`src/design/mba_pkg.sv`:
```
`default_nettype none
// ----------------------------------------------------------------------------
// mba_pkg: shared types and constants
// Field widths, register codes and the beat formats that pass between the
// front, the queue, the back and the divider of the block average core.
// ----------------------------------------------------------------------------
package mba_pkg;

    localparam int PIX_W      = 8;
    localparam int AVG_W      = 8;
    localparam int IDX_W      = 9;
    localparam int SQ_W       = 7;
    localparam int DIM_W      = 12;
    localparam int CFG_IDX_W  = 2;
    localparam int CFG_DATA_W = 12;

    localparam logic [CFG_IDX_W-1:0] CFG_SQUARE = 2'd0;
    localparam logic [CFG_IDX_W-1:0] CFG_WIDTH  = 2'd1;
    localparam logic [CFG_IDX_W-1:0] CFG_HEIGHT = 2'd2;

    localparam logic [SQ_W-1:0]  SQUARE_RST = 7'd1;
    localparam logic [DIM_W-1:0] DIM_RST    = 12'd2048;

    localparam int Q_DEPTH = 4;
    localparam int Q_AW    = 2;
    localparam int Q_CNT_W = 3;

    typedef struct packed {
        logic [SQ_W-1:0]  square;
        logic [DIM_W-1:0] width;
        logic [DIM_W-1:0] height;
    } t_cfg;

    typedef struct packed {
        logic [IDX_W-1:0] band;
        logic [IDX_W-1:0] col;
    } t_tag;

    typedef struct packed {
        logic start;
        logic first;
        logic run_end;
        logic last;
    } t_flags;

    typedef struct packed {
        t_flags           flags;
        t_tag             tag;
        logic [DIM_W-1:0] block;
        logic [PIX_W-1:0] red;
        logic [PIX_W-1:0] green;
        logic [PIX_W-1:0] blue;
    } t_item;

endpackage
`default_nettype wire

```
`src/design/mba_queue.sv`:
```
`default_nettype none
// ----------------------------------------------------------------------------
// mba_queue: pixel queue
// Short FIFO between the classifying front and the accumulating back.
// ----------------------------------------------------------------------------
module mba_queue (
    input  logic           i_clk,
    input  logic           i_rst_n,
    input  logic           i_push,
    input  mba_pkg::t_item i_item,
    input  logic           i_pop,
    output mba_pkg::t_item o_item,
    output logic           o_empty,
    output logic           o_full
);

    mba_pkg::t_item               r_mem [mba_pkg::Q_DEPTH];
    logic [mba_pkg::Q_AW-1:0]     r_wr;
    logic [mba_pkg::Q_AW-1:0]     r_rd;
    logic [mba_pkg::Q_CNT_W-1:0]  r_cnt;

    assign o_empty = (r_cnt == '0);
    assign o_full  = (r_cnt == mba_pkg::Q_CNT_W'(mba_pkg::Q_DEPTH));
    assign o_item  = r_mem[r_rd];

    always_ff @(posedge i_clk) begin
        if (i_push) begin
            r_mem[r_wr] <= i_item;
        end
    end

    always_ff @(posedge i_clk) begin
        if (!i_rst_n) begin
            r_wr  <= '0;
            r_rd  <= '0;
            r_cnt <= '0;
        end else begin
            if (i_push) begin
                r_wr <= r_wr + 1'b1;
            end
            if (i_pop) begin
                r_rd <= r_rd + 1'b1;
            end
            if (i_push && !i_pop) begin
                r_cnt <= r_cnt + 1'b1;
            end else if (i_pop && !i_push) begin
                r_cnt <= r_cnt - 1'b1;
            end
        end
    end

endmodule
`default_nettype wire

```
`config.mk`:
```
export PLATFORM = sky130hd
export DESIGN_NAME = mba_queue
export DESIGN_NICKNAME = d
export VERILOG_FILES = /design/src/design/mba_pkg.sv /design/src/design/mba_queue.sv
export SDC_FILE = /design/constraint.sdc
export NUM_CORES = 1
export LEC_CHECK = 0
export ABC_AREA = 1
export BUFFER_PORTS_ARGS = -buffer_cell sky130_fd_sc_hd__clkbuf_2
export CAP_MARGIN = 20
export CORE_AREA = 5 5 140 142
export DETAILED_ROUTE_END_ITERATION = 6
export DIE_AREA = 0 0 145 147
export HOLD_SLACK_MARGIN = 0.05
export PLACE_DENSITY = 0.76
export SLEW_MARGIN = 20
export SYNTH_ARGS = -nofsm -noshare
export SYNTH_HDL_FRONTEND = slang
export SYNTH_SLANG_ARGS = --single-unit
export TNS_END_PERCENT = 30
```
`constraint.sdc`:
```
create_clock -name i_clk -period 5.5 [get_ports i_clk]
set_clock_uncertainty 0.05 [all_clocks]
set_input_delay 0.275 -clock i_clk [delete_from_list [all_inputs] [get_ports i_clk]]
set_output_delay 0.275 -clock i_clk [all_outputs]
set_load 0.01 [all_outputs]
```
==> run_results.csv <==
group,metric,value,unit
run_status,outcome,"finished, final reports clean",
floorplanning,die_area,0.0213,mm2
critical_path,cpPeakStageDelay,0.61,ns
grt,grt_pass1_wl,30.7,mm
cells_and_area,fill_cells,1360,
sta,max_freq,0.393,GHz
cells_and_area,layout-drive-gt1-share,22.7,%
placement,dpl.hpwl,9.80,mm
cells_and_area,diodes,0,
flow_run,maxCapViolCount,0,
cells_and_area,fin_area,0.0112,mm2
clock_tree,cts_tree,"built",
cells_and_area,regArea,0.00715,mm2
clock_tree,hold_buffers,59,
clock_tree,cts_buffers,24,
cells_and_area,final_cell_mix,"edfxtp_1 (232), clkbuf_2 (121), o21ai_0 (116)",
floorplanning,num_io_pins,122,
synth,synth.avg_cell_area,14.7,um2
synth,synth_area,0.00910,mm2
grt,grt.total_usage,17.7,%
synth,yosysSeqAreaShare,78.5,%
drt,wl,18.9,mm
power_and_ir_drop,cellPowerDensity,374,mW/mm2
floorplanning,rows,50,
clock_tree,cts_sinks,241,
drt,drtPass1Iterations,4,
critical_path,path_class,"reg -> out",
cells_and_area,area_delta_synth_final,23.1,%
clock_tree,clock_latency,0.51,ns
sta,slew-limit-headroom,39.8,%
power_and_ir_drop,intPower,3.26,mW
sta,rsz0062_at_grt,"no",
cells_and_area,final_common_cell,"edfxtp_1",
grt,antenna_found_initial,0,
synth,syn_nets,687,
critical_path,crit_path_max_fanout,116,
sta,setup_viol,0,
sta,finalCritPeriodShare,46.3,%
synth,synth_cell_type_count,25,
sta,slew_violations,0,
critical_path,cp_cell_sequence,"buf_6, o21ai_0, o22ai_1, clkbuf_2",
floorplanning,die_height,147,um
clock_tree,cts_resized,0,
clock_tree,cts_setup_buffers,0,
power_and_ir_drop,switching_share,22.3,%
clock_tree,cts_max_level,1,
drt,initialDrtViolationCount,426,
floorplanning,chipWidth,145,um
clock_tree,clk_pin_slew_worst_paths,0.07,ns
power_and_ir_drop,clkPwrFrac,40.3,%
clock_tree,cts_root_buffer,"clkbuf_16",
cells_and_area,multi_input_area,0.00161,mm2
power_and_ir_drop,power_frac_comb,9.2,%
grt,grt_overflow,0,
critical_path,cp_slowest_cell,"buf_6",
sta,hold_violations,0,
critical_path,end_kind,"output pin",
drt,via_per_inst,5.36,
floorplanning,core-area,0.0183,mm2
cells_and_area,layout.nets,862,
worst_hold_path,hold_class,"in -> reg",
sta,finalSetupTns,0,ns
placement,port_buffers,121,
synth,yosys_register_bits,241,
drt,drc,0,
critical_path,cp-start-kind,"flop",
power_and_ir_drop,pwr-share-seq,50.5,%
clock_tree,cts_buffer_depth,3,
drt,num_vias,5605,
floorplanning,initial_core_util,49.6,%
power_and_ir_drop,p_switching,0.934,mW
placement,globalplace.congestion,0.690,
power_and_ir_drop,ir_drop,0.000268,V
placement,dpl_cell_area,0.00977,mm2
sta,whs,0.0950,ns
critical_path,worstPathRequired,5.18,ns
drt,wl_per_cell,18.1,um
grt,grt_pass1_vias,5759,
grt,grt_max_degree,117,
sta,tightest_slew,0.902,ns
sta,fin_crit,2.55,ns
critical_path,crit_arrival,2.22,ns
synth,synth_cells,619,
synth,yosys_warnings,0,
drt,drtAntennaViolNets,0,
power_and_ir_drop,leakagePower,4.01,nW
[stage by stage]
| stage | total power, mW | cells | utilization, % | worst slack (ns) |
|---|---|---|---|---|
| after floorplan | 2.37 | 619 | - | 3.32 |
| after global placement | 2.50 | 943 | 53.3 | 3.26 |
| after detailed placement | 2.51 | 943 | 53.3 | 3.23 |
| after CTS | 4.23 | 1046 | 61.1 | 2.67 |
| after global routing | 4.36 | 1046 | 61.1 | 2.78 |
| final | 4.19 | 1046 | 61.1 | 2.95 |
[cell type report]
| class | count | area share (%) |
|---|---|---|
| clock buffers | 29 | 5.72 |
| repair buffers | 186 | 11.1 |
| well taps | 234 | 2.61 |
| multi-input cells | 324 | 14.4 |
| flip-flops and latches | 241 | 63.9 |
| inverters | 17 | 0.626 |
| clock inverters | 15 | 1.69 |
[worst max-delay path: cells and delay by family (launching register included)]
family / cells / cell delay [ns]
AO/OA/AOI/OAI: 2 / 0.49
flip-flops: 1 / 0.37
buffers and inverters: 2 / 0.80
[cell usage after synthesis, drive strengths merged]
master  count  area, um2
nand2       9       33.8
inv        17       68.8
a21oi       4       20.0
ha          5       62.6
nor2      121        479
clkbuf     16       85.1
nor3        2       10.0
o21ai     122        611
nand3       1       5.00
o22ai      58        363
dfxtp       9        180
buf        21        188
nand4       1       6.26
edfxtp    232       6970
fa          1       20.0
[final timing paths]
check	slack, ns	end	cells past startpoint	from
max	2.95	o_item[20]	4	flop
min reg2reg	0.40	flop	1	r_rd[1]
max reg2reg	3.37	r_mem[2][44]	5	r_wr[0]
min	0.09	r_wr[1]	3	i_push
[power groups by stage]
stage          combinational [mW]  sequential, mW  clock (mW)
2_1_floorplan               0.214            2.15           0
3_3_place_gp                0.352            2.15           0
3_5_place_dp                0.360            2.15           0
4_1_cts                     0.394            2.12        1.72
5_1_grt                     0.433            2.12        1.81
6_report                    0.387            2.12        1.69
[registers in the layout, summed over array words and instances (netlist names), named ones only]
register and flops:
r_mem 232, r_cnt 3, r_rd 2, r_wr 2
[logic make-up (layout without fill, tap and decap cells)]
group                      Yosys count  count (layout)  share of synthesized area [%]
adders and majority gates            6               6                          0.908
and+or+nand+nor                    134             134                           5.87
DFF                                241             241                           78.5
AOI/OAI and AO/OA                  184             184                           10.9
buffers and inverters               54             247                           3.75
[per-layer routing]
| metal | track usage (%) | up-vias | share of wire (%) |
|---|---|---|---|
| met5 | 0 | - | 0 |
| met2 | 30.9 | 169 | 50 |
| met3 | 3.52 | 24 | 6.0 |
| li1 | - | 2665 | - |
| met4 | 3.77 | 0 | 1.3 |
| met1 | 23.2 | 2747 | 42 |
(Power assumes the default switching activity.)
