## config.mk

```make
export PLATFORM = sky130hd
export DESIGN_NAME = mba_div_flat
export DESIGN_NICKNAME = d
export VERILOG_FILES = /design/src/design/mba_pkg.sv /design/src/design/mba_block_if.sv /design/src/design/mba_div.sv /design/src/flat_wrapper.sv
export SDC_FILE = /design/constraint.sdc
export NUM_CORES = 1
export LEC_CHECK = 0
export BUFFER_PORTS_ARGS = -buffer_cell sky130_fd_sc_hd__clkbuf_2
export CAP_MARGIN = 30
export CORE_MARGIN = 1
export CORE_UTILIZATION = 55
export CTS_CLUSTER_DIAMETER = 80
export DETAILED_ROUTE_END_ITERATION = 7
export PLACE_DENSITY = 0.72
export SYNTH_ARGS = -nofsm -noshare
export SYNTH_HDL_FRONTEND = slang
export SYNTH_SLANG_ARGS = --single-unit
```

## constraint.sdc

```tcl
create_clock -name i_clk -period 69.5 [get_ports i_clk]
set_input_delay 10.425 -clock i_clk [delete_from_list [all_inputs] [get_ports i_clk]]
set_output_delay 10.425 -clock i_clk [all_outputs]
set_load 0.01 [all_outputs]
```

## src/design/mba_pkg.sv

```systemverilog
`default_nettype none
// ----------------------------------------------------------------------------
// mba_pkg: shared types and constants
// Field widths, register codes and the beat formats that pass between the
// front, the queue, the back and the divider of the block average core.
// ----------------------------------------------------------------------------
package mba_pkg;

    localparam int PIX_W      = 8;
    localparam int AVG_W      = 8;
    localparam int IDX_W      = 9;
    localparam int SQ_W       = 7;
    localparam int DIM_W      = 12;
    localparam int CFG_IDX_W  = 2;
    localparam int CFG_DATA_W = 12;

    localparam logic [CFG_IDX_W-1:0] CFG_SQUARE = 2'd0;
    localparam logic [CFG_IDX_W-1:0] CFG_WIDTH  = 2'd1;
    localparam logic [CFG_IDX_W-1:0] CFG_HEIGHT = 2'd2;

    localparam logic [SQ_W-1:0]  SQUARE_RST = 7'd1;
    localparam logic [DIM_W-1:0] DIM_RST    = 12'd2048;

    localparam int Q_DEPTH = 4;
    localparam int Q_AW    = 2;
    localparam int Q_CNT_W = 3;

    typedef struct packed {
        logic [SQ_W-1:0]  square;
        logic [DIM_W-1:0] width;
        logic [DIM_W-1:0] height;
    } t_cfg;

    typedef struct packed {
        logic [IDX_W-1:0] band;
        logic [IDX_W-1:0] col;
    } t_tag;

    typedef struct packed {
        logic start;
        logic first;
        logic run_end;
        logic last;
    } t_flags;

    typedef struct packed {
        t_flags           flags;
        t_tag             tag;
        logic [DIM_W-1:0] block;
        logic [PIX_W-1:0] red;
        logic [PIX_W-1:0] green;
        logic [PIX_W-1:0] blue;
    } t_item;

endpackage
`default_nettype wire

```

## src/design/mba_block_if.sv

```systemverilog
`default_nettype none
// ----------------------------------------------------------------------------
// mba_block_if: block result channel
// Valid/ready channel that carries one finished block average per beat.
// ----------------------------------------------------------------------------
interface mba_block_if;
    logic                      valid;
    logic                      ready;
    logic [mba_pkg::AVG_W-1:0] avg_red;
    logic [mba_pkg::AVG_W-1:0] avg_green;
    logic [mba_pkg::AVG_W-1:0] avg_blue;
    logic [mba_pkg::IDX_W-1:0] block_row;
    logic [mba_pkg::IDX_W-1:0] block_col;

    modport source (
        output valid, avg_red, avg_green, avg_blue, block_row, block_col,
        input  ready
    );
    modport sink (
        input  valid, avg_red, avg_green, avg_blue, block_row, block_col,
        output ready
    );
endinterface
`default_nettype wire

```

## src/design/mba_div.sv

```systemverilog
`default_nettype none
// ----------------------------------------------------------------------------
// mba_div: block average divider
// Pipelined restoring division of the three channel sums by the block
// area, one quotient bit per stage; the last stage is the output register.
// ----------------------------------------------------------------------------
module mba_div #(
    parameter int SUM_W  = 20,
    parameter int AREA_W = 13
) (
    input  logic                        i_clk,
    input  logic                        i_rst_n,
    input  logic [mba_pkg::SQ_W-1:0]    i_square,
    input  logic                        i_launch,
    input  logic [3*SUM_W-1:0]          i_sums,
    input  mba_pkg::t_tag               i_tag,
    output logic                        o_advance,
    mba_block_if.source                 o_blk
);

    localparam int STAGES = mba_pkg::AVG_W;
    localparam int SW     = mba_pkg::SQ_W;

    logic [AREA_W-1:0]         r_area;
    logic [2*SW-1:0]           sq_ext;
    logic                      r_vld [0:STAGES];
    mba_pkg::t_tag             r_tag [0:STAGES];
    logic [STAGES-1:0]         r_q   [0:STAGES][0:2];
    logic [SUM_W-1:0]          r_rem [0:STAGES-1][0:2];
    logic                      n_ge  [0:STAGES-1][0:2];
    logic [SUM_W-1:0]          n_rem [0:STAGES-2][0:2];

    assign sq_ext    = {{SW{1'b0}}, i_square};
    assign o_advance = !r_vld[STAGES] || o_blk.ready;

    always_ff @(posedge i_clk) begin
        r_area <= AREA_W'(sq_ext * sq_ext);
    end

    always_comb begin
        logic [SUM_W-1:0] dsh;
        for (int k = 0; k < STAGES; k++) begin
            dsh = SUM_W'(r_area) << (STAGES-1-k);
            for (int c = 0; c < 3; c++) begin
                n_ge[k][c] = r_rem[k][c] >= dsh;
                if (k < STAGES-1) begin
                    n_rem[k][c] = n_ge[k][c] ? r_rem[k][c] - dsh : r_rem[k][c];
                end
            end
        end
    end

    always_ff @(posedge i_clk) begin
        if (!i_rst_n) begin
            for (int k = 0; k <= STAGES; k++) begin
                r_vld[k] <= 1'b0;
            end
        end else if (o_advance) begin
            r_vld[0] <= i_launch;
            for (int k = 0; k < STAGES; k++) begin
                r_vld[k+1] <= r_vld[k];
            end
        end
    end

    always_ff @(posedge i_clk) begin
        if (o_advance) begin
            r_tag[0] <= i_tag;
            for (int c = 0; c < 3; c++) begin
                r_rem[0][c] <= i_sums[c*SUM_W +: SUM_W];
                r_q[0][c]   <= '0;
            end
            for (int k = 0; k < STAGES; k++) begin
                r_tag[k+1] <= r_tag[k];
                for (int c = 0; c < 3; c++) begin
                    r_q[k+1][c] <= {r_q[k][c][STAGES-2:0], n_ge[k][c]};
                end
            end
            for (int k = 0; k < STAGES-1; k++) begin
                for (int c = 0; c < 3; c++) begin
                    r_rem[k+1][c] <= n_rem[k][c];
                end
            end
        end
    end

    assign o_blk.valid     = r_vld[STAGES];
    assign o_blk.avg_red   = r_q[STAGES][0];
    assign o_blk.avg_green = r_q[STAGES][1];
    assign o_blk.avg_blue  = r_q[STAGES][2];
    assign o_blk.block_row = r_tag[STAGES].band;
    assign o_blk.block_col = r_tag[STAGES].col;

endmodule
`default_nettype wire

```

## src/flat_wrapper.sv

```systemverilog
// flat-port wrapper written by rule: the top's interface ports become plain ports
module mba_div_flat 
#(
    parameter int SUM_W  = 20,
    parameter int AREA_W = 13
)
  (i_clk, i_rst_n, i_square, i_launch, i_sums, i_tag, o_advance, o_blk_valid, o_blk_avg_red, o_blk_avg_green, o_blk_avg_blue, o_blk_block_row, o_blk_block_col, o_blk_ready);
  mba_block_if o_blk_i ();
  input  logic i_clk;
  input  logic i_rst_n;
  input  logic [mba_pkg::SQ_W-1:0] i_square;
  input  logic i_launch;
  input  logic [3*SUM_W-1:0] i_sums;
  input  mba_pkg::t_tag i_tag;
  output logic o_advance;
  output wire logic [$bits(o_blk_i.valid)-1:0] o_blk_valid;
  output wire logic [$bits(o_blk_i.avg_red)-1:0] o_blk_avg_red;
  output wire logic [$bits(o_blk_i.avg_green)-1:0] o_blk_avg_green;
  output wire logic [$bits(o_blk_i.avg_blue)-1:0] o_blk_avg_blue;
  output wire logic [$bits(o_blk_i.block_row)-1:0] o_blk_block_row;
  output wire logic [$bits(o_blk_i.block_col)-1:0] o_blk_block_col;
  input wire logic [$bits(o_blk_i.ready)-1:0] o_blk_ready;
  assign o_blk_valid = o_blk_i.valid;
  assign o_blk_avg_red = o_blk_i.avg_red;
  assign o_blk_avg_green = o_blk_i.avg_green;
  assign o_blk_avg_blue = o_blk_i.avg_blue;
  assign o_blk_block_row = o_blk_i.block_row;
  assign o_blk_block_col = o_blk_i.block_col;
  assign o_blk_i.ready = o_blk_ready;
  mba_div #(.SUM_W(SUM_W), .AREA_W(AREA_W)) u_core (.i_clk(i_clk), .i_rst_n(i_rst_n), .i_square(i_square), .i_launch(i_launch), .i_sums(i_sums), .i_tag(i_tag), .o_advance(o_advance), .o_blk(o_blk_i));
endmodule
```

==> impl_metrics.env <==
export IMPL_status="finished clean"
export IMPL_p_sw_share_pct=37.6
export IMPL_critical_path_class="input port to output pin"
export IMPL_syn_to_final_growth_pct=11.0
export IMPL_final_util_pct=62.0
export IMPL_ff2ff_setup_slack_ns=64.88
export IMPL_hpwl_mm=51.8
export IMPL_finalPower_mw=2.57
export IMPL_first_global_vias=25000
export IMPL_syn_mean_instance_area_sq_um=12.4
export IMPL_cp_max_fo=39
export IMPL_antenna_found_initial=0
export IMPL_die_w_um=278
export IMPL_ant_nets=0
export IMPL_cts_tree="yes"
export IMPL_syn_nets=3838
export IMPL_rsz0062_at_grt="no"
export IMPL_ys_ff_latch=771
export IMPL_min_period_over_period_pct=31.2
export IMPL_p_int_mw=1.61
export IMPL_postCtsSetupBuffers=0
export IMPL_ios=133
export IMPL_grt_overflow_total=0
export IMPL_clock_skew_ns=0.0222
export IMPL_finalWeightedCongestion=0.891
export IMPL_ys_types=96
export IMPL_core_sq_um=74800
export IMPL_maxCapViolations=0
export IMPL_fin_cells=4589
export IMPL_start_util_pct=55.8
export IMPL_root_buffer="clkbuf_16"
export IMPL_drt_total_wl_mm=76.9
export IMPL_drive_above_1_share_pct=12.7
export IMPL_min_path_type="register to register"
export IMPL_p_leak_nw=18.4
export IMPL_post_route_cell_area_sq_um=46400
export IMPL_ys_seq_area_share_pct=55.2
export IMPL_cp_start_kind="input port"
export IMPL_remaining_drc_errors=0
export IMPL_setup_viol=0
export IMPL_insertion_delay_ns=0.64
export IMPL_cts_reportedPaths_clkPinSlew_ns=0.06
export IMPL_share_comb_of_total_power_pct=50.2
export IMPL_synth_main_ff_cell="edfxtp_1"
export IMPL_clock_sinks=771
export IMPL_worst_pin_slew_ns=1.04
export IMPL_ys_warn_count=0
export IMPL_cts_hold_buf=0
export IMPL_grt_max_degree=181
export IMPL_p_sw_mw=0.968
export IMPL_p_clk_share_pct=17.9
export IMPL_fmax_ghz=0.0462
export IMPL_period_minus_slack_ns=21.66
export IMPL_dieArea_sq_um=77000
export IMPL_syn_area_sq_um=41800
export IMPL_drt_pass1_iter_count=5
export IMPL_worstSetupEndpointType="output pin"
export IMPL_fin_nets=4008
export IMPL_synth_cells=3381
export IMPL_fin_setup_tns_ns=0
export IMPL_clk_path_buf_depth=3
export IMPL_power_density_nw_per_um2=55.5
export IMPL_worstPathArrival_ns=11.24
export IMPL_finalMaxSlewViolations=0
export IMPL_grt_first_pass_wirelength_mm=125
export IMPL_place_inst=4435
export IMPL_synth_edf_count=759
export IMPL_routedWlPerCell_um=16.8
export IMPL_max_slew_margin_pct=30.5
export IMPL_async_reset_ff_share_pct=0
export IMPL_vias=26000
export IMPL_detail_route_iter0_violations=1521
export IMPL_p_seq_share_pct=31.9
export IMPL_post_dp_cell_area_sq_um=43500
export IMPL_cts_buffers=83
export IMPL_finalHoldViolCount=0
export IMPL_antenna_cells=0
export IMPL_required_ns=59.08
export IMPL_rows=100
export IMPL_portBuffers=132
export IMPL_peakVddDrop_mv=0.0296
export IMPL_htreeDepth=3
export IMPL_via_per_inst=5.67
export IMPL_cts_resized=0
export IMPL_fp_dieH_um=278
export IMPL_grt_use_total_pct=19.9
per-layer routing:
metal / track usage [%] / vias to the layer above / routed length, um
li1: - / 13100 / -
met1: 27.1 / 12300 / 35800
met2: 33.0 / 514 / 36000
met3: 2.43 / 128 / 3070
met4: 6.87 / 0 / 2120
met5: 0 / - / 0
area by class of cell:
cell class | instances | area [sq um]
fillers | 5786 | 28400
clock inverters | 59 | 694
repair buffers | 161 | 916
inverters | 151 | 567
multi-input cells | 2383 | 17700
well taps | 969 | 1210
flip-flops and latches | 771 | 23000
clock buffers | 95 | 2210
cells by family after synthesis:
| family | Yosys count | synth area share (%) |
|---|---|---|
| AOI/OAI and AO/OA | 820 | 12.6 |
| adders and majority gates | 368 | 11.3 |
| muxes | 123 | 3.38 |
| DFF | 771 | 55.2 |
| buffers and inverters | 227 | 2.40 |
| and+or+nand+nor | 826 | 10.1 |
| xor gates and xnor gates | 246 | 5.16 |
synth_stat cells (12+ instances only):
cell type    n  share of area [%]
edfxtp_1   759                 55
ha_1       355                 11
a21oi_1    276                3.3
nor2_1     214                1.9
o21ai_0    197                2.4
nand2_1    187                1.7
inv_1      149                1.3
xnor2_1    133                2.8
xor2_1     113                2.4
mux2_2      94                2.5
a21o_1      75                1.3
nand2b_1    62               0.93
o21a_1      56                1.0
nand3_1     52               0.62
nor2b_1     51               0.76
nor3_1      50               0.60
nor4_1      41               0.61
clkbuf_1    33               0.30
or3_1       29               0.43
o21bai_1    23               0.41
a211oi_1    22               0.40
and3_1      22               0.33
nand4_1     22               0.33
buf_4       21               0.38
and2_1      19               0.28
o31ai_1     18               0.32
a31oi_1     16               0.24
o31a_1      16               0.34
buf_2       15               0.18
mux2i_1     15               0.36
fa_1        13               0.62
or4_1       13               0.23
dfxtp_1     12               0.58
mux2_4      12               0.43
sequential cells by signal, summed over array words and instances, names as in the netlist:
register / count
u_core.r_area: 12
u_core.r_rem: 480
u_core.r_q: 108
u_core.r_tag: 162
u_core.r_vld: 9
power by group through the flow:
stage               Clock, mW  Sequential [mW]  Combinational (mW)
finish                  0.461            0.822                1.29
global route            0.488            0.836                1.44
CTS                     0.472            0.821                1.29
detailed placement          0            0.829                1.27
global placement            0            0.826                1.25
floorplan                   0            0.801                1.03
worst max-delay path, cell delays in order:
cell and delay (ns):
clkbuf_2 0.10, nand2b_4 0.47, clkbuf_2 0.23
placed cells by master, fill, tap and decap left out, types with 16 or more instances in the layout:
cell	n
a21oi_1	276
o31a_1	16
ha_1	355
a21o_1	75
nor4_1	41
o31ai_1	17
buf_4	26
nand2_1	187
xnor2_1	133
nor3_1	50
o21a_1	56
a31oi_1	16
or3_1	29
edfxtp_1	759
clkbuf_2	132
nor2_1	214
clkbuf_16	87
xor2_1	113
nand2b_1	61
inv_1	147
a211oi_1	21
nand4_1	22
and3_1	22
nor2b_1	51
nand3_1	52
mux2_2	94
o21ai_0	197
o21bai_1	23
and2_1	19
path summary, 6_finish.rpt:
kind,startpoint,end,cells after the start
worst max-delay path,o_blk_ready,o_advance,3
worst min-delay path,u_core.r_tag[0][108],u_core.r_tag[0][126],0
worst max register to register,u_core.r_vld[0][8],u_core.r_q[7][10],5
worst min register to register,u_core.r_tag[0][108],u_core.r_tag[0][126],0
through the flow:
step / worst slack [ns] / hold WS [ns]
3_3_place_gp: 47.83 / 0.400
5_1_grt: 47.78 / 0.413
6_report: 47.84 / 0.413
2_1_floorplan: 28.12 / 0.400
3_5_place_dp: 47.81 / 0.405
4_1_cts: 47.81 / 0.412
Note: power is estimated with default switching activity, not from simulation.
