## src/design/mba_pkg.sv

```systemverilog
`default_nettype none
// ----------------------------------------------------------------------------
// mba_pkg: shared types and constants
// Field widths, register codes and the beat formats that pass between the
// front, the queue, the back and the divider of the block average core.
// ----------------------------------------------------------------------------
package mba_pkg;

    localparam int PIX_W      = 8;
    localparam int AVG_W      = 8;
    localparam int IDX_W      = 9;
    localparam int SQ_W       = 7;
    localparam int DIM_W      = 12;
    localparam int CFG_IDX_W  = 2;
    localparam int CFG_DATA_W = 12;

    localparam logic [CFG_IDX_W-1:0] CFG_SQUARE = 2'd0;
    localparam logic [CFG_IDX_W-1:0] CFG_WIDTH  = 2'd1;
    localparam logic [CFG_IDX_W-1:0] CFG_HEIGHT = 2'd2;

    localparam logic [SQ_W-1:0]  SQUARE_RST = 7'd1;
    localparam logic [DIM_W-1:0] DIM_RST    = 12'd2048;

    localparam int Q_DEPTH = 4;
    localparam int Q_AW    = 2;
    localparam int Q_CNT_W = 3;

    typedef struct packed {
        logic [SQ_W-1:0]  square;
        logic [DIM_W-1:0] width;
        logic [DIM_W-1:0] height;
    } t_cfg;

    typedef struct packed {
        logic [IDX_W-1:0] band;
        logic [IDX_W-1:0] col;
    } t_tag;

    typedef struct packed {
        logic start;
        logic first;
        logic run_end;
        logic last;
    } t_flags;

    typedef struct packed {
        t_flags           flags;
        t_tag             tag;
        logic [DIM_W-1:0] block;
        logic [PIX_W-1:0] red;
        logic [PIX_W-1:0] green;
        logic [PIX_W-1:0] blue;
    } t_item;

endpackage
`default_nettype wire

```

## src/design/mba_pixel_if.sv

```systemverilog
`default_nettype none
// ----------------------------------------------------------------------------
// mba_pixel_if: pixel channel
// Valid/ready channel that carries one raster pixel per beat.
// ----------------------------------------------------------------------------
interface mba_pixel_if;
    logic                      valid;
    logic                      ready;
    logic [mba_pkg::PIX_W-1:0] pixel_red;
    logic [mba_pkg::PIX_W-1:0] pixel_green;
    logic [mba_pkg::PIX_W-1:0] pixel_blue;
    logic                      frame_start;

    modport source (
        output valid, pixel_red, pixel_green, pixel_blue, frame_start,
        input  ready
    );
    modport sink (
        input  valid, pixel_red, pixel_green, pixel_blue, frame_start,
        output ready
    );
endinterface
`default_nettype wire

```

## src/design/mba_front.sv

```systemverilog
`default_nettype none
// ----------------------------------------------------------------------------
// mba_front: configuration and pixel classification
// Holds the registers and the raster position counters, decides for each
// pixel whether it belongs to a counted block and queues those pixels.
// ----------------------------------------------------------------------------
module mba_front #(
    parameter int MAX_WIDTH  = 2048,
    parameter int MAX_SQUARE = 64
) (
    input  logic                             i_clk,
    input  logic                             i_rst_n,
    input  logic                             i_cfg_we,
    input  logic [mba_pkg::CFG_IDX_W-1:0]    i_cfg_idx,
    input  logic [mba_pkg::CFG_DATA_W-1:0]   i_cfg_data,
    mba_pixel_if.sink                        i_pix,
    input  logic                             i_full,
    output logic                             o_push,
    output mba_pkg::t_item                   o_item,
    output mba_pkg::t_cfg                    o_cfg
);

    localparam int SW = mba_pkg::SQ_W;
    localparam int DW = mba_pkg::DIM_W;

    logic [SW-1:0] r_square;
    logic [DW-1:0] r_width;
    logic [DW-1:0] r_height;

    // Position state; the start registers hold index times square size.
    logic [DW-1:0] r_col, r_blk, r_row, r_band;
    logic [SW-1:0] r_cib, r_rib;
    logic [DW:0]   r_blk_start, r_band_start;

    logic [DW-1:0] cur_col, cur_blk, cur_row, cur_band;
    logic [SW-1:0] cur_cib, cur_rib;
    logic [DW:0]   cur_blk_start, cur_band_start;

    logic [DW-1:0] n_col, n_blk, n_row, n_band;
    logic [SW-1:0] n_cib, n_rib;
    logic [DW:0]   n_blk_start, n_band_start;

    logic [DW:0]   col_inc, row_inc;
    logic [SW:0]   cib_inc, rib_inc;
    logic [DW+1:0] blk_end, band_end;
    logic [DW-1:0] side;
    logic          blk_wrap, row_wrap, band_wrap, frame_wrap;
    logic          enabled, counted, accept, cfg_restart;

    assign accept      = i_pix.valid && i_pix.ready;
    assign i_pix.ready = !i_full;
    assign cfg_restart = i_cfg_we && (i_cfg_idx inside {mba_pkg::CFG_SQUARE,
                                      mba_pkg::CFG_WIDTH, mba_pkg::CFG_HEIGHT});

    always_ff @(posedge i_clk) begin
        if (!i_rst_n) begin
            r_square <= mba_pkg::SQUARE_RST;
            r_width  <= mba_pkg::DIM_RST;
            r_height <= mba_pkg::DIM_RST;
        end else if (i_cfg_we) begin
            case (i_cfg_idx)
                mba_pkg::CFG_SQUARE: r_square <= i_cfg_data[SW-1:0];
                mba_pkg::CFG_WIDTH:  r_width  <= i_cfg_data;
                mba_pkg::CFG_HEIGHT: r_height <= i_cfg_data;
                default: ;
            endcase
        end
    end

    always_comb begin
        // A frame start beat is taken as the origin of a fresh frame.
        if (i_pix.frame_start) begin
            cur_col        = '0;
            cur_blk        = '0;
            cur_row        = '0;
            cur_band       = '0;
            cur_cib        = '0;
            cur_rib        = '0;
            cur_blk_start  = '0;
            cur_band_start = '0;
        end else begin
            cur_col        = r_col;
            cur_blk        = r_blk;
            cur_row        = r_row;
            cur_band       = r_band;
            cur_cib        = r_cib;
            cur_rib        = r_rib;
            cur_blk_start  = r_blk_start;
            cur_band_start = r_band_start;
        end

        col_inc    = {1'b0, cur_col} + 1'b1;
        row_inc    = {1'b0, cur_row} + 1'b1;
        cib_inc    = {1'b0, cur_cib} + 1'b1;
        rib_inc    = {1'b0, cur_rib} + 1'b1;
        blk_wrap   = cib_inc >= {1'b0, r_square};
        row_wrap   = col_inc >= {1'b0, r_width};
        band_wrap  = rib_inc >= {1'b0, r_square};
        frame_wrap = row_inc >= {1'b0, r_height};

        n_col        = col_inc[DW-1:0];
        n_cib        = cib_inc[SW-1:0];
        n_blk        = cur_blk;
        n_blk_start  = cur_blk_start;
        n_row        = cur_row;
        n_rib        = cur_rib;
        n_band       = cur_band;
        n_band_start = cur_band_start;
        if (blk_wrap) begin
            n_cib       = '0;
            n_blk       = cur_blk + 1'b1;
            n_blk_start = cur_blk_start + (DW+1)'(r_square);
        end
        if (row_wrap) begin
            n_col       = '0;
            n_cib       = '0;
            n_blk       = '0;
            n_blk_start = '0;
            n_row       = row_inc[DW-1:0];
            n_rib       = rib_inc[SW-1:0];
            if (band_wrap) begin
                n_rib        = '0;
                n_band       = cur_band + 1'b1;
                n_band_start = cur_band_start + (DW+1)'(r_square);
            end
            if (frame_wrap) begin
                n_row        = '0;
                n_rib        = '0;
                n_band       = '0;
                n_band_start = '0;
            end
        end

        side     = (r_width < r_height) ? r_width : r_height;
        enabled  = (r_square != '0) && (32'(r_square) <= MAX_SQUARE)
                && (32'(r_width) <= MAX_WIDTH) && (32'(r_height) <= MAX_WIDTH)
                && (DW'(r_square) <= (side >> 2));
        blk_end  = {1'b0, cur_blk_start} + (DW+2)'(r_square);
        band_end = {1'b0, cur_band_start} + (DW+2)'(r_square);
        counted  = enabled && (cur_band != '0) && (cur_blk != '0)
                && (32'(cur_blk) < MAX_WIDTH)
                && (band_end <= (DW+2)'(r_height))
                && (blk_end <= (DW+2)'(r_width));
    end

    always_ff @(posedge i_clk) begin
        if (!i_rst_n || cfg_restart) begin
            r_col        <= '0;
            r_blk        <= '0;
            r_row        <= '0;
            r_band       <= '0;
            r_cib        <= '0;
            r_rib        <= '0;
            r_blk_start  <= '0;
            r_band_start <= '0;
        end else if (accept) begin
            r_col        <= n_col;
            r_blk        <= n_blk;
            r_row        <= n_row;
            r_band       <= n_band;
            r_cib        <= n_cib;
            r_rib        <= n_rib;
            r_blk_start  <= n_blk_start;
            r_band_start <= n_band_start;
        end
    end

    assign o_push              = accept && counted;
    assign o_item.red          = i_pix.pixel_red;
    assign o_item.green        = i_pix.pixel_green;
    assign o_item.blue         = i_pix.pixel_blue;
    assign o_item.block        = cur_blk;
    assign o_item.tag.band     = cur_band[mba_pkg::IDX_W-1:0];
    assign o_item.tag.col      = cur_blk[mba_pkg::IDX_W-1:0];
    assign o_item.flags.start  = (cur_cib == '0);
    assign o_item.flags.first  = (cur_cib == '0) && (cur_rib == '0);
    assign o_item.flags.run_end = (cib_inc == {1'b0, r_square});
    assign o_item.flags.last   = (cib_inc == {1'b0, r_square})
                              && (rib_inc == {1'b0, r_square});

    assign o_cfg.square = r_square;
    assign o_cfg.width  = r_width;
    assign o_cfg.height = r_height;

endmodule
`default_nettype wire

```

## src/flat_wrapper.sv

```systemverilog
// flat-port wrapper written by rule: the top's interface ports become plain ports
module mba_front_flat 
#(
    parameter int MAX_WIDTH  = 2048,
    parameter int MAX_SQUARE = 64
)
  (i_clk, i_rst_n, i_cfg_we, i_cfg_idx, i_cfg_data, i_full, o_push, o_item, o_cfg, i_pix_valid, i_pix_pixel_red, i_pix_pixel_green, i_pix_pixel_blue, i_pix_frame_start, i_pix_ready);
  mba_pixel_if i_pix_i ();
  input  logic i_clk;
  input  logic i_rst_n;
  input  logic i_cfg_we;
  input  logic [mba_pkg::CFG_IDX_W-1:0] i_cfg_idx;
  input  logic [mba_pkg::CFG_DATA_W-1:0] i_cfg_data;
  input  logic i_full;
  output logic o_push;
  output mba_pkg::t_item o_item;
  output mba_pkg::t_cfg o_cfg;
  input wire logic [$bits(i_pix_i.valid)-1:0] i_pix_valid;
  input wire logic [$bits(i_pix_i.pixel_red)-1:0] i_pix_pixel_red;
  input wire logic [$bits(i_pix_i.pixel_green)-1:0] i_pix_pixel_green;
  input wire logic [$bits(i_pix_i.pixel_blue)-1:0] i_pix_pixel_blue;
  input wire logic [$bits(i_pix_i.frame_start)-1:0] i_pix_frame_start;
  output wire logic [$bits(i_pix_i.ready)-1:0] i_pix_ready;
  assign i_pix_i.valid = i_pix_valid;
  assign i_pix_i.pixel_red = i_pix_pixel_red;
  assign i_pix_i.pixel_green = i_pix_pixel_green;
  assign i_pix_i.pixel_blue = i_pix_pixel_blue;
  assign i_pix_i.frame_start = i_pix_frame_start;
  assign i_pix_ready = i_pix_i.ready;
  mba_front #(.MAX_WIDTH(MAX_WIDTH), .MAX_SQUARE(MAX_SQUARE)) u_core (.i_clk(i_clk), .i_rst_n(i_rst_n), .i_cfg_we(i_cfg_we), .i_cfg_idx(i_cfg_idx), .i_cfg_data(i_cfg_data), .i_pix(i_pix_i), .i_full(i_full), .o_push(o_push), .o_item(o_item), .o_cfg(o_cfg));
endmodule
```

## config.mk

```make
export PLATFORM = sky130hd
export DESIGN_NAME = mba_front_flat
export DESIGN_NICKNAME = d
export VERILOG_FILES = /design/src/design/mba_pkg.sv /design/src/design/mba_pixel_if.sv /design/src/design/mba_front.sv /design/src/flat_wrapper.sv
export SDC_FILE = /design/constraint.sdc
export NUM_CORES = 1
export LEC_CHECK = 0
export ABC_AREA = 1
export BUFFER_PORTS_ARGS = -buffer_cell sky130_fd_sc_hd__buf_2
export CAP_MARGIN = 20
export CELL_PAD_IN_SITES_DETAIL_PLACEMENT = 0
export CELL_PAD_IN_SITES_GLOBAL_PLACEMENT = 2
export CORE_MARGIN = 2
export CORE_UTILIZATION = 34
export DETAILED_ROUTE_END_ITERATION = 6
export PLACE_DENSITY = 0.92
export SETUP_SLACK_MARGIN = 0.2
export SKIP_LAST_GASP = 1
export SLEW_MARGIN = 25
export SYNTH_ARGS = -nofsm -noshare
export SYNTH_HDL_FRONTEND = slang
export SYNTH_SLANG_ARGS = --single-unit
```

## constraint.sdc

```tcl
create_clock -name i_clk -period 23.5 [get_ports i_clk]
set_clock_uncertainty 0.2 [all_clocks]
set_input_delay 7.05 -clock i_clk [delete_from_list [all_inputs] [get_ports i_clk]]
set_output_delay 7.05 -clock i_clk [all_outputs]
set_load 0.02 [all_outputs]
```

==> run_results.csv <==
group,metric,value,unit
pwr,leakage,5.747,nW
clocking,clk_pin_slew,0.06,ns
layout,diodes,0,
global_route,grt_max_degree,64,
layout,syn_to_final_growth,9.083,%
clocking,numCtsBuffers,17,
floorplanning,ios,135,
hold_path,min_path_cells,2,
worst_setup_path,crit_path_top_delay_cell,"buf_4",
worst_setup_path,worstPathRequired,16.25,ns
detailed_routing,wl_per_cell,15.50,um
clocking,cts_max_level,4,
placed_design,dp_hpwl,23640,um
sta,final_max_slew_viol_count,0,
sta,fmax,53.35,MHz
layout,fin_nets,1887,
placed_design,portBuffers,86,
yosys,synth_area_leader_cell,"dfxtp_1",
hold_path,min_to,"u_core.r_col[0]$_SDFFE_PP0P_",
layout,post_route_cells_drive_above_1_share,9.262,%
worst_setup_path,startpoint_type,"primary input",
clocking,root_buffer,"clkbuf_16",
floorplanning,start_util,34.72,%
pwr,seq_power_share,35.7,%
floorplanning,fp.dieW,181.2,um
worst_setup_path,reg2reg_from,"u_core.r_rib[0]$_SDFFE_PP0P_",
floorplanning,dieArea,0.03283,mm^2
worst_setup_path,path_common_cell,"nand2_1",
layout,fillCellCount,3408,
sta,tightest_slew,0.8279,ns
placed_design,placed_cells_incl_taps,2114,
hold_path,hold_start,"u_core.r_col[0]$_SDFFE_PP0P_",
sta,max-slew-margin-rel,44.81,%
sta,timing.final.crit_share,79.76,%
worst_setup_path,max_stage_delay,0.59,ns
global_route,gr-total-overflow,0,
pwr,power.switching,0.1984,mW
worst_setup_path,crit_type,"primary input to output port",
clocking,cts_setup_buffers,0,
sta,setup-violations-final,0,
layout,seq_area,0.002382,mm^2
detailed_routing,drcViolationCount,0,
pwr,vdd_drop_max,0.05091,mV
clocking,postCtsHoldBufs,0,
worst_setup_path,crit_family,"buffers and inverters",
floorplanning,fp-row-count,64,
pwr,p_int,0.3950,mW
pwr,p_clk_share,44.0,%
yosys,ys_ff_latch,119,
clocking,cts_sinks,119,
yosys,yosysMostFrequentCell,"nand2_1",
worst_setup_path,reg2reg_slack,19.17,ns
detailed_routing,postRouteAntennaNets,0,
pwr,powerDensity,50.96,mW/mm^2
detailed_routing,via_count,10660,
pwr,switching_share,33.44,%
global_route,grt_pass1_wl,53560,um
worst_setup_path,critPathMaxFanout,50,
layout,instances_no_fill,2145,
run,drv_cap,0,
sta,period_needed,18.74,ns
worst_setup_path,arrival,11.49,ns
clocking,cts_buffer_depth,2,
yosys,syn_inst,1724,
yosys,synthTopCellsByCount,"493 x nand2_1, 236 x inv_1, 144 x a21oi_1",
worst_setup_path,end_kind,"output port",
yosys,yosysTopAreaCellShare,22.32,%
yosys,syn_avg_cell_area,6.192,um^2
yosys,synth_flop_cell,"dfxtp_1",
yosys,ys_types,44,
hold_path,hold_class,"register to register",
detailed_routing,drt_iter0_markers,652,
yosys,synth.area.top_cells,"dfxtp_1 22%, nand2_1 17%, ha_1 12%",
sta,hold_viol_final,0,
yosys,ys.warnings.count,0,
yosys,synth_seq_area_share,22.32,%
worst_setup_path,timing.critical_path.buf_inv,9,
floorplanning,coreArea,0.03075,mm^2
sta,setup_tns,0,ns
clocking,cts.repair.resized,0,
worst_setup_path,r2r-end,"u_core.r_band[8]$_SDFFE_PP0P_",
pwr,p_comb_share,20.3,%
detailed_routing,drt_first_pass_iters,5,
status,status,"completed",
global_route,antenna_found_initial,0,
global_route,grt_pass1_vias,9999,
sta,holdWs,0.2637,ns
detailed_routing,wl,33250,um
yosys,async_reset_ff_share,0,%
worst_setup_path,reg2reg_depth,17,
yosys,synth-edff-count,0,
yosys,syn_area,0.01068,mm^2
floorplanning,die_h,181.2,um
layout,multi_input_area,0.006793,mm^2
sta,rsz0062_at_grt,"no",
global_route,grt_use_total,20.35,%
placed_design,gp_congestion,0.8577,
clocking,clk_latency,0.45,ns
yosys,synth_fp_nets,1874,
detailed_routing,avgViaCountPerCell,4.970,
clocking,cts_tree,"built",
[cells in the final DEF (no fill, tap or decap), types with 14 or more instances in the layout]
cell	Yosys	final
nor3_1	27	27
nand3_1	132	132
clkbuf_16	0	17
xnor2_1	14	14
a21oi_1	144	144
nand2_1	493	491
nand4_1	23	23
ha_1	104	104
nor2_1	130	130
o211ai_1	14	14
buf_2	21	86
inv_1	236	235
o21ai_0	80	80
dfxtp_1	119	119
xor2_1	31	31
[cells by family (layout without fill, tap and decap cells)]
| group | count (synthesis) | count (layout) | synth area share, % |
|---|---|---|---|
| flip-flops | 119 | 119 | 22.32 |
| AO/OA/AOI/OAI | 274 | 274 | 14.12 |
| AND/OR/NAND/NOR | 836 | 836 | 33.20 |
| buffers and inverters | 344 | 369 | 14.10 |
| adder cells (fa/ha/maj) | 106 | 106 | 12.56 |
| XOR/XNOR | 45 | 45 | 3.692 |
[power by group through the flow]
stage | sequential [mW] | combinational [mW] | clock, mW
6_report | 0.212 | 0.121 | 0.261
2_1_floorplan | 0.217 | 0.0922 | 0
4_1_cts | 0.212 | 0.121 | 0.265
3_3_place_gp | 0.217 | 0.119 | 0
5_1_grt | 0.212 | 0.137 | 0.274
3_5_place_dp | 0.217 | 0.121 | 0
[how the worst max path moves through the flow]
stage                      start  endpoint  slack, ns  depth (start not counted)
3_5_place_dp   i_pix_frame_start    o_push       4.80                         30
3_3_place_gp   i_pix_frame_start    o_push       4.90                         30
5_1_grt        i_pix_frame_start    o_push       4.39                         30
6_report       i_pix_frame_start    o_push       4.76                         30
4_1_cts        i_pix_frame_start    o_push       4.79                         30
2_1_floorplan  i_pix_frame_start    o_push       5.90                         24
[worst min-delay path: cells and delay by family, from the launching register on]
kind,cells,cell delay (ns)
AO/OA/AOI/OAI,1,0.06
AND/OR/NAND/NOR,1,0.06
flip-flops,1,0.30
[layout make-up]
| class | count | area share, % |
|---|---|---|
| multi-input combinational | 1261 | 58.33 |
| timing repair buffer | 94 | 4.212 |
| tap | 396 | 4.255 |
| clock buffer | 20 | 4.008 |
| inverter | 244 | 7.876 |
| sequential | 119 | 20.46 |
| clock inverter | 11 | 0.8596 |
[per-layer routing]
layer	global-route usage, %	routed length [um]	vias up
met2	34.33	15250	222
met1	27.15	16200	4857
met4	5.236	500	0
met3	2.983	1291	38
li1	-	-	5543
met5	0	0	-
[flip-flops by register name (all words and copies together), names as in the netlist]
register,flops
u_core.r_row,12
u_core.r_rib,7
u_core.r_band,12
u_core.r_width,12
u_core.r_blk_start,13
u_core.r_band_start,13
u_core.r_blk,12
u_core.r_cib,7
u_core.r_height,12
u_core.r_square,7
u_core.r_col,12
[stage by stage]
step / setup WS [ns] / util [%] / total power, mW / instance area [um^2]
after floorplan: 5.897 / - / 0.3093 / 10680
after global placement: 4.899 / 36.02 / 0.3359 / 11080
after detailed placement: 4.800 / 36.03 / 0.3371 / 11080
after CTS: 4.793 / 37.87 / 0.5986 / 11640
after global routing: 4.386 / 37.87 / 0.6235 / 11640
final: 4.757 / 37.87 / 0.5934 / 11640
Note: power is estimated with default switching activity, not from simulation.
